### src/hdl/ipv6_range_word_splitter_macros.svh
// ----------------------------------------------------------------------------
// ipv6 range word splitter assertion macros
// shared concurrent assertion forms, same-cycle and next-cycle implication
// ----------------------------------------------------------------------------
`ifndef IPV6_RANGE_WORD_SPLITTER_MACROS_SVH
`define IPV6_RANGE_WORD_SPLITTER_MACROS_SVH

// consequent holds in the same cycle as the antecedent
`define IRWS_ASSERT_NOW(LABEL, CLK, RSTN, ANTE, CONS, MSG) \
    LABEL: assert property (@(posedge CLK) disable iff (!RSTN) (ANTE) |-> (CONS)) \
        else $error(MSG);

// consequent holds in the cycle after the antecedent
`define IRWS_ASSERT_NEXT(LABEL, CLK, RSTN, ANTE, CONS, MSG) \
    LABEL: assert property (@(posedge CLK) disable iff (!RSTN) (ANTE) |=> (CONS)) \
        else $error(MSG);

`endif

### src/hdl/irws_pkg.sv
// ----------------------------------------------------------------------------
// ipv6 range word splitter package
// item types, word constants and slot counts
// ----------------------------------------------------------------------------
`default_nettype none

package irws_pkg;

    localparam int WORD_W    = 32;
    localparam int NUM_WORDS = 4;
    localparam int NUM_SLOTS = 7;
    localparam int SLOT_W    = 3;
    localparam int WIDX_W    = 3;

    localparam logic [WORD_W-1:0] WORD_ALL  = 32'hffff_ffff;
    localparam logic [WORD_W-1:0] WORD_ZERO = 32'h0000_0000;

    // slot numbering: min-side cuts, max-side cuts, closing range
    localparam logic [SLOT_W-1:0] SLOT_FINAL = 3'd6;

    typedef logic [WORD_W-1:0] word_t;

    typedef struct packed {
        logic [63:0] range_min_hi;
        logic [63:0] range_min_lo;
        logic [63:0] range_max_hi;
        logic [63:0] range_max_lo;
    } range_t;

    typedef struct packed {
        logic [63:0] part_min_hi;
        logic [63:0] part_min_lo;
        logic [63:0] part_max_hi;
        logic [63:0] part_max_lo;
        logic        is_empty;
        logic        last_part;
    } part_t;

endpackage

`default_nettype wire

### src/hdl/ipv6_range_word_splitter.sv
// ----------------------------------------------------------------------------
// ipv6 range word splitter
// splits one inclusive 128-bit address range into word-wise product ranges
// ----------------------------------------------------------------------------
// One range item gives 1 to 7 part items, one per clock while the part side
// does not stall. The item sits in an input register; up to seven candidate
// parts are worked out from it combinationally and issued lowest first into
// the part register. The next range item is taken in the cycle that its
// predecessor's last part is issued, and the first part of an item passes
// through the input register and then the part register.
`default_nettype none

`include "ipv6_range_word_splitter_macros.svh"

module ipv6_range_word_splitter (
    input  logic             clk,
    input  logic             rst_n,
    input  logic             range_valid,
    output logic             range_stall,
    input  irws_pkg::range_t range,
    output logic             part_valid,
    input  logic             part_stall,
    output irws_pkg::part_t  part
);

    irws_pkg::range_t range_reg;
    irws_pkg::part_t  part_reg;
    irws_pkg::part_t  part_next;
    logic             part_valid_reg;
    logic             part_valid_next;
    logic             fresh_reg;
    logic             fresh_next;
    logic [irws_pkg::NUM_SLOTS-1:0] pend_reg;
    logic [irws_pkg::NUM_SLOTS-1:0] pend_next;

    irws_pkg::word_t mn [irws_pkg::NUM_WORDS];
    irws_pkg::word_t mx [irws_pkg::NUM_WORDS];
    logic [irws_pkg::NUM_WORDS-1:0] tail_nz;
    irws_pkg::word_t cm;
    logic [irws_pkg::WIDX_W-1:0] diff_idx;
    logic [irws_pkg::WIDX_W-1:0] jmax;
    logic [1:0]                  jmin;
    logic                        jmin_ok;
    logic                        is_gt;
    logic                        is_any;

    irws_pkg::word_t cand_min [irws_pkg::NUM_SLOTS][irws_pkg::NUM_WORDS];
    irws_pkg::word_t cand_max [irws_pkg::NUM_SLOTS][irws_pkg::NUM_WORDS];
    logic [irws_pkg::NUM_SLOTS-1:0] cand_ok;

    logic [irws_pkg::NUM_SLOTS-1:0] rem;
    logic [irws_pkg::NUM_SLOTS-1:0] rem_after;
    logic [irws_pkg::SLOT_W-1:0]    pick_idx;
    logic busy;
    logic out_free;
    logic issue;
    logic done;
    logic accept;

    // word view of the held item
    always_comb
    begin
        mn[0] = range_reg.range_min_hi[63:32];
        mn[1] = range_reg.range_min_hi[31:0];
        mn[2] = range_reg.range_min_lo[63:32];
        mn[3] = range_reg.range_min_lo[31:0];
        mx[0] = range_reg.range_max_hi[63:32];
        mx[1] = range_reg.range_max_hi[31:0];
        mx[2] = range_reg.range_max_lo[63:32];
        mx[3] = range_reg.range_max_lo[31:0];
        is_gt  = {range_reg.range_min_hi, range_reg.range_min_lo} >
                 {range_reg.range_max_hi, range_reg.range_max_lo};
        is_any = ({range_reg.range_max_hi, range_reg.range_max_lo} == '0);
    end

    // split points
    always_comb
    begin
        diff_idx = 3'(irws_pkg::NUM_WORDS);
        for (int w = irws_pkg::NUM_WORDS - 1; w >= 0; w--)
        begin
            if (mn[w] != mx[w])
                diff_idx = 3'(w);
        end
        for (int w = 0; w < irws_pkg::NUM_WORDS; w++)
        begin
            tail_nz[w] = 1'b0;
            for (int v = w + 1; v < irws_pkg::NUM_WORDS; v++)
                tail_nz[w] = tail_nz[w] | (mn[v] != irws_pkg::WORD_ZERO);
        end
        // min after rounding up its tail
        cm = diff_idx[2] ? irws_pkg::WORD_ZERO
                         : mn[diff_idx[1:0]] + 32'(tail_nz[diff_idx[1:0]]);
        jmin_ok = 1'b0;
        jmin    = 2'd0;
        jmax    = diff_idx;
        for (int w = 0; w < irws_pkg::NUM_WORDS; w++)
        begin
            if (3'(w) > diff_idx && mn[w] != irws_pkg::WORD_ZERO)
            begin
                jmin_ok = 1'b1;
                jmin    = 2'(w);
            end
            if (3'(w) > diff_idx && mx[w] != irws_pkg::WORD_ALL)
                jmax = 3'(w);
        end
    end

    // candidate parts
    always_comb
    begin
        // min-side cuts, lowest word first
        for (int s = 0; s < 3; s++)
        begin
            cand_ok[s] = !is_gt && !is_any && jmin_ok && 3'(3 - s) > diff_idx &&
                         2'(3 - s) <= jmin &&
                         (2'(3 - s) == jmin || mn[3 - s] != irws_pkg::WORD_ALL);
            for (int w = 0; w < irws_pkg::NUM_WORDS; w++)
            begin
                if (w < 3 - s)
                begin
                    cand_min[s][w] = mn[w];
                    cand_max[s][w] = mn[w];
                end
                else if (w == 3 - s)
                begin
                    cand_min[s][w] = (2'(3 - s) == jmin) ? mn[w] : mn[w] + 32'd1;
                    cand_max[s][w] = irws_pkg::WORD_ALL;
                end
                else
                begin
                    cand_min[s][w] = irws_pkg::WORD_ZERO;
                    cand_max[s][w] = irws_pkg::WORD_ALL;
                end
            end
        end
        // max-side cuts, highest word first
        for (int s = 3; s < 6; s++)
        begin
            cand_ok[s] = !is_gt && !is_any && 3'(s - 3) >= diff_idx && 3'(s - 3) < jmax &&
                         mx[s - 3] != ((3'(s - 3) == diff_idx) ? cm : irws_pkg::WORD_ZERO);
            for (int w = 0; w < irws_pkg::NUM_WORDS; w++)
            begin
                if (w < s - 3)
                begin
                    cand_min[s][w] = mx[w];
                    cand_max[s][w] = mx[w];
                end
                else if (w == s - 3)
                begin
                    cand_min[s][w] = (3'(w) == diff_idx) ? cm : irws_pkg::WORD_ZERO;
                    cand_max[s][w] = mx[w] - 32'd1;
                end
                else
                begin
                    cand_min[s][w] = irws_pkg::WORD_ZERO;
                    cand_max[s][w] = irws_pkg::WORD_ALL;
                end
            end
        end
        // closing range, or the single result of the special cases
        cand_ok[6] = 1'b1;
        for (int w = 0; w < irws_pkg::NUM_WORDS; w++)
        begin
            if (is_gt)
            begin
                cand_min[6][w] = irws_pkg::WORD_ZERO;
                cand_max[6][w] = irws_pkg::WORD_ZERO;
            end
            else if (is_any)
            begin
                cand_min[6][w] = irws_pkg::WORD_ZERO;
                cand_max[6][w] = irws_pkg::WORD_ALL;
            end
            else
            begin
                if (3'(w) < jmax)
                    cand_min[6][w] = mx[w];
                else if (3'(w) == jmax)
                    cand_min[6][w] = (jmax == diff_idx) ? cm : irws_pkg::WORD_ZERO;
                else
                    cand_min[6][w] = irws_pkg::WORD_ZERO;
                cand_max[6][w] = mx[w];
            end
        end
    end

    // issue control
    always_comb
    begin
        rem      = fresh_reg ? cand_ok : pend_reg;
        pick_idx = irws_pkg::SLOT_FINAL;
        for (int s = irws_pkg::NUM_SLOTS - 1; s >= 0; s--)
        begin
            if (rem[s])
                pick_idx = 3'(s);
        end
        rem_after = rem & ~(7'd1 << pick_idx);
        busy      = fresh_reg || (pend_reg != '0);
        out_free  = !part_valid_reg || !part_stall;
        issue     = busy && out_free;
        done      = issue && (rem_after == '0);
        range_stall = busy && !done;
        accept    = range_valid && !range_stall;

        fresh_next      = accept ? 1'b1 : (issue ? 1'b0 : fresh_reg);
        pend_next       = issue ? rem_after : pend_reg;
        part_valid_next = out_free ? issue : part_valid_reg;

        part_next.part_min_hi = {cand_min[pick_idx][0], cand_min[pick_idx][1]};
        part_next.part_min_lo = {cand_min[pick_idx][2], cand_min[pick_idx][3]};
        part_next.part_max_hi = {cand_max[pick_idx][0], cand_max[pick_idx][1]};
        part_next.part_max_lo = {cand_max[pick_idx][2], cand_max[pick_idx][3]};
        part_next.is_empty    = is_gt && (pick_idx == irws_pkg::SLOT_FINAL);
        part_next.last_part   = (rem_after == '0);
    end

    always_ff @(posedge clk or negedge rst_n)
    begin
        if (!rst_n)
        begin
            fresh_reg      <= 1'b0;
            pend_reg       <= '0;
            part_valid_reg <= 1'b0;
        end
        else
        begin
            fresh_reg      <= fresh_next;
            pend_reg       <= pend_next;
            part_valid_reg <= part_valid_next;
        end
    end

    always_ff @(posedge clk)
    begin
        if (accept)
            range_reg <= range;
        if (issue)
            part_reg <= part_next;
    end

    assign part_valid = part_valid_reg;
    assign part       = part_reg;

    `IRWS_ASSERT_NOW(a_issue_one_slot, clk, rst_n, issue, $onehot(rem ^ rem_after), "issue must retire exactly one slot")
    `IRWS_ASSERT_NOW(a_final_slot_set, clk, rst_n, fresh_reg, cand_ok[6], "closing slot missing on a new item")
    `IRWS_ASSERT_NEXT(a_accept_fresh, clk, rst_n, accept, fresh_reg, "accepted item not marked for issue")
    `IRWS_ASSERT_NEXT(a_done_last, clk, rst_n, done, part_valid_reg && part_reg.last_part, "final part not flagged last")
    `IRWS_ASSERT_NOW(a_empty_last, clk, rst_n, part_valid_reg && part_reg.is_empty, part_reg.last_part, "empty part must be the only part")

endmodule

`default_nettype wire

### config.mk
export PLATFORM = sky130hd
export DESIGN_NAME = ipv6_range_word_splitter
export DESIGN_NICKNAME = d
export VERILOG_FILES = /design/src/hdl/irws_pkg.sv /design/src/hdl/ipv6_range_word_splitter.sv
export VERILOG_INCLUDE_DIRS = /design/src /design/src/hdl
export SDC_FILE = /design/constraint.sdc
export NUM_CORES = 2
export LEC_CHECK = 0
export ABC_AREA = 1
export BUFFER_PORTS_ARGS = -buffer_cell sky130_fd_sc_hd__buf_2
export CAP_MARGIN = 5
export CORE_MARGIN = 5
export CORE_UTILIZATION = 40
export CTS_BUF_LIST = sky130_fd_sc_hd__clkbuf_16
export DETAILED_ROUTE_END_ITERATION = 8
export SYNTH_ARGS = -nofsm -noshare
export SYNTH_HDL_FRONTEND = slang
export SYNTH_SLANG_ARGS = --single-unit
### constraint.sdc
create_clock -name clk -period 24.5 [get_ports clk]
set_clock_uncertainty 0.15 [all_clocks]
set_input_delay 1.225 -clock clk [delete_from_list [all_inputs] [get_ports clk]]
set_output_delay 1.225 -clock clk [all_outputs]
set_load 0.01 [all_outputs]
==> impl_metrics.tcl <==
set metrics [dict create \
    status "finished, violations left" \
    violations "DRC" \
    final_core_util 0.4605 \
    place_ws_ps 13520 \
    setup-violations-final 0 \
    fin_area_um2 43560 \
    hold_slack_ps 240.8 \
    grt_pass1_wl_um 307300 \
    wl_met2_um 95480 \
    globalRouteTotalUtil 0.4220 \
    antenna_left 0 \
    hp-class "in -> async" \
    tns_ps 0 \
    syn_to_final_growth_pct 14.75 \
    slowest_stage "buf_4" \
    wirelength_met1_um 85770 \
    maxSlewViolCount 0 \
    synth_nets 5353 \
    syn_area_per_cell_um2 7.666 \
    crit_arrival_ps 11690 \
    viasPerCell 6.296 \
    end_kind "flop" \
    cts_tree "done" \
    io_buffer_count 519 \
    synth_ff_type "edfxtp_1" \
    synth_cell_types 62 \
    die_area_um2 101200 \
    dr.pass1.iters 9 \
    htree_levels 2 \
    cts_sinks 523 \
    routed_wl_um 224400 \
    postPlaceCellArea_um2 41810 \
    fmax_mhz 86.72 \
    synth.ff_latch_count 523 \
    hold_viol 0 \
    die_h_um 318.1 \
    place.detailed.hpwl_um 174700 \
    clock-root-buffer "clkbuf_16" \
    netlist_instances 4952 \
    grt_max_degree 81 \
    path_class "reg -> reg" \
    cts_setup_buffers 0 \
    cp.required_ps 24660 \
    seq_area_frac_synth 0.4125 \
    route.met3.wl_um 25710 \
    fin_crit_ps 11530 \
    finalNetCount 5786 \
    coreArea_um2 94590 \
    cts_buffers 57 \
    path_clk_slew_ps 60 \
    holdBufCountCts 0 \
    fin_total_pwr_mw 7.107 \
    grt_overflow 0 \
    cts_resized 0 \
    rsz0062_at_grt "no" \
    drc 2 \
    p_per_area_nw_per_um2 163.2 \
    fillCellCount 9659 \
    instances_no_fill 6706 \
    critPathMaxFanout 73 \
    route.vias.total 42221 \
    max_slew_margin 0.09472 \
    drtIter0Drc 6106 \
    post-route-period-util 0.4706 \
    wl_per_cell_um 33.47 \
    max-cap-violations 0 \
    crit_path_start_kind "flop" \
    routed.top_layer "met5" \
    p_leak_nw 18.09 \
    max_stage_delay_ps 920 \
    syn_area_um2 37960 \
    gp_routability_congestion 1.156 \
    core.rowCount 113 \
    synth_warnings 0 \
    dieWidth_um 318.1 \
    drive_gt1_frac 0.1507 \
    antenna_found_initial 22 \
    synth_edf_count 514 \
    grt_pass1_vias 39292 \
    synth.top_cell.area_share 0.4066 \
    largest_register_ffs 258 \
    crit_top_cell "nand2_1" \
    cts_buffer_depth 3 \
    worstMarginPinSlew_ps 1356 \
    synth_area_leaders "edfxtp_1 41%, nand2_1 11%, nand3_1 7.1%" \
    ioPinCount 520 \
    start_util 0.4014 \
    placedCellCount 6591 \
    ir_worst_vdd_v 0.0001188 \
    clock_latency_ps 700 \
    layout_setup_ws_ps 12970 \
    synth_async_sr_flop_share 0.01721 \
    yosysTopAreaCell "edfxtp_1" \
]
-- report_power, final --
group	internal (mW)	switching, mW
combinational	1.05	3.15
sequential	1.67	0.428
clock	0.427	0.389
-- metal layers --
layer  track usage  up-vias
li1              -    18118
met1        0.5358    20318
met2        0.6378     3058
met3        0.1243      721
met4        0.2544        6
met5             0        -
-- layout by cell type (no fill, tap or decap), types with 16 or more instances in the layout --
cell type,n
o211ai_1,56
buf_4,89
o22ai_1,41
ha_1,141
nor4_1,75
nor2_1,442
nor2_4,19
nand2_1,1142
o21ai_1,59
edfxtp_1,514
a22oi_1,47
nand2_2,16
nor2_2,32
a31oi_1,34
a21oi_1,152
clkinv_1,24
o21ai_0,371
buf_2,519
nand4_1,174
nand3_1,538
clkbuf_16,57
inv_1,484
nor3_1,91
o2111ai_1,27
inv_2,24
xor2_1,129
-- final timing paths --
kind	end	depth (start not counted)	slack, ps	startpoint
worst max register to register	mn[29]$_DFFE_PP_	42	12970	mx[44]$_DFFE_PP_
worst max-delay path	mn[29]$_DFFE_PP_	42	12970	mx[44]$_DFFE_PP_
worst min-delay path	fresh_reg$_DFFE_PN0P_	1	240	rst_n
worst min register to register	pend_reg[6]$_DFFE_PN0P_	2	340	pend_reg[6]$_DFFE_PN0P_
max in group asynchronous	pend_reg[2]$_DFFE_PN0P_	1	23760	rst_n
min in group clk	pend_reg[6]$_DFFE_PN0P_	2	340	pend_reg[6]$_DFFE_PN0P_
-- Yosys cell counts (5+ instances only) --
| cell type | count |
|---|---|
| a21oi_1 | 153 |
| a22oi_1 | 47 |
| a31oi_1 | 34 |
| buf_1 | 13 |
| buf_2 | 50 |
| buf_4 | 11 |
| buf_6 | 16 |
| clkbuf_1 | 142 |
| clkinv_1 | 13 |
| dfrtp_1 | 9 |
| edfxtp_1 | 514 |
| ha_1 | 141 |
| inv_1 | 478 |
| inv_2 | 23 |
| nand2_1 | 1143 |
| nand2_2 | 16 |
| nand3_1 | 539 |
| nand3_2 | 7 |
| nand3b_1 | 7 |
| nand4_1 | 174 |
| nor2_1 | 454 |
| nor2_2 | 23 |
| nor2_4 | 16 |
| nor3_1 | 91 |
| nor4_1 | 75 |
| o2111ai_1 | 27 |
| o211ai_1 | 56 |
| o21a_1 | 8 |
| o21ai_0 | 373 |
| o21ai_1 | 58 |
| o21bai_1 | 6 |
| o221ai_1 | 11 |
| o22ai_1 | 41 |
| o311ai_1 | 5 |
| xor2_1 | 129 |
-- area by class of cell --
cell class	count	area (µm²)	area share
Tap cell	1265	1583	0.03633
Inverter	514	1947	0.04469
Timing Repair Buffer	608	3266	0.07497
Sequential cell	523	15660	0.3595
Clock buffer	57	1426	0.03274
Clock inverter	46	297.8	0.006836
Antenna cell	12	30.03	0.0006893
Multi-Input combinational cell	3681	19350	0.4442
-- worst max-delay path: cells and delay by family, from the launching register on --
| kind | cells | cell delay [ps] |
|---|---|---|
| adders and majority gates | 2 | 570 |
| AOI/OAI and AO/OA | 3 | 870 |
| buffers and inverters | 8 | 3570 |
| DFF | 1 | 510 |
| and+or+nand+nor | 29 | 5210 |
-- logic make-up after synthesis --
kind of cell               after synthesis  share of synthesized area
and+or+nand+nor                       2566                     0.3023
AOI/OAI and AO/OA                      843                     0.1285
buffers and inverters                  748                    0.07992
DFF                                    523                     0.4125
adders and majority gates              141                    0.04647
xor gates and xnor gates               130                    0.02999
muxes                                    1                  0.0002637
(Power assumes the default switching activity.)
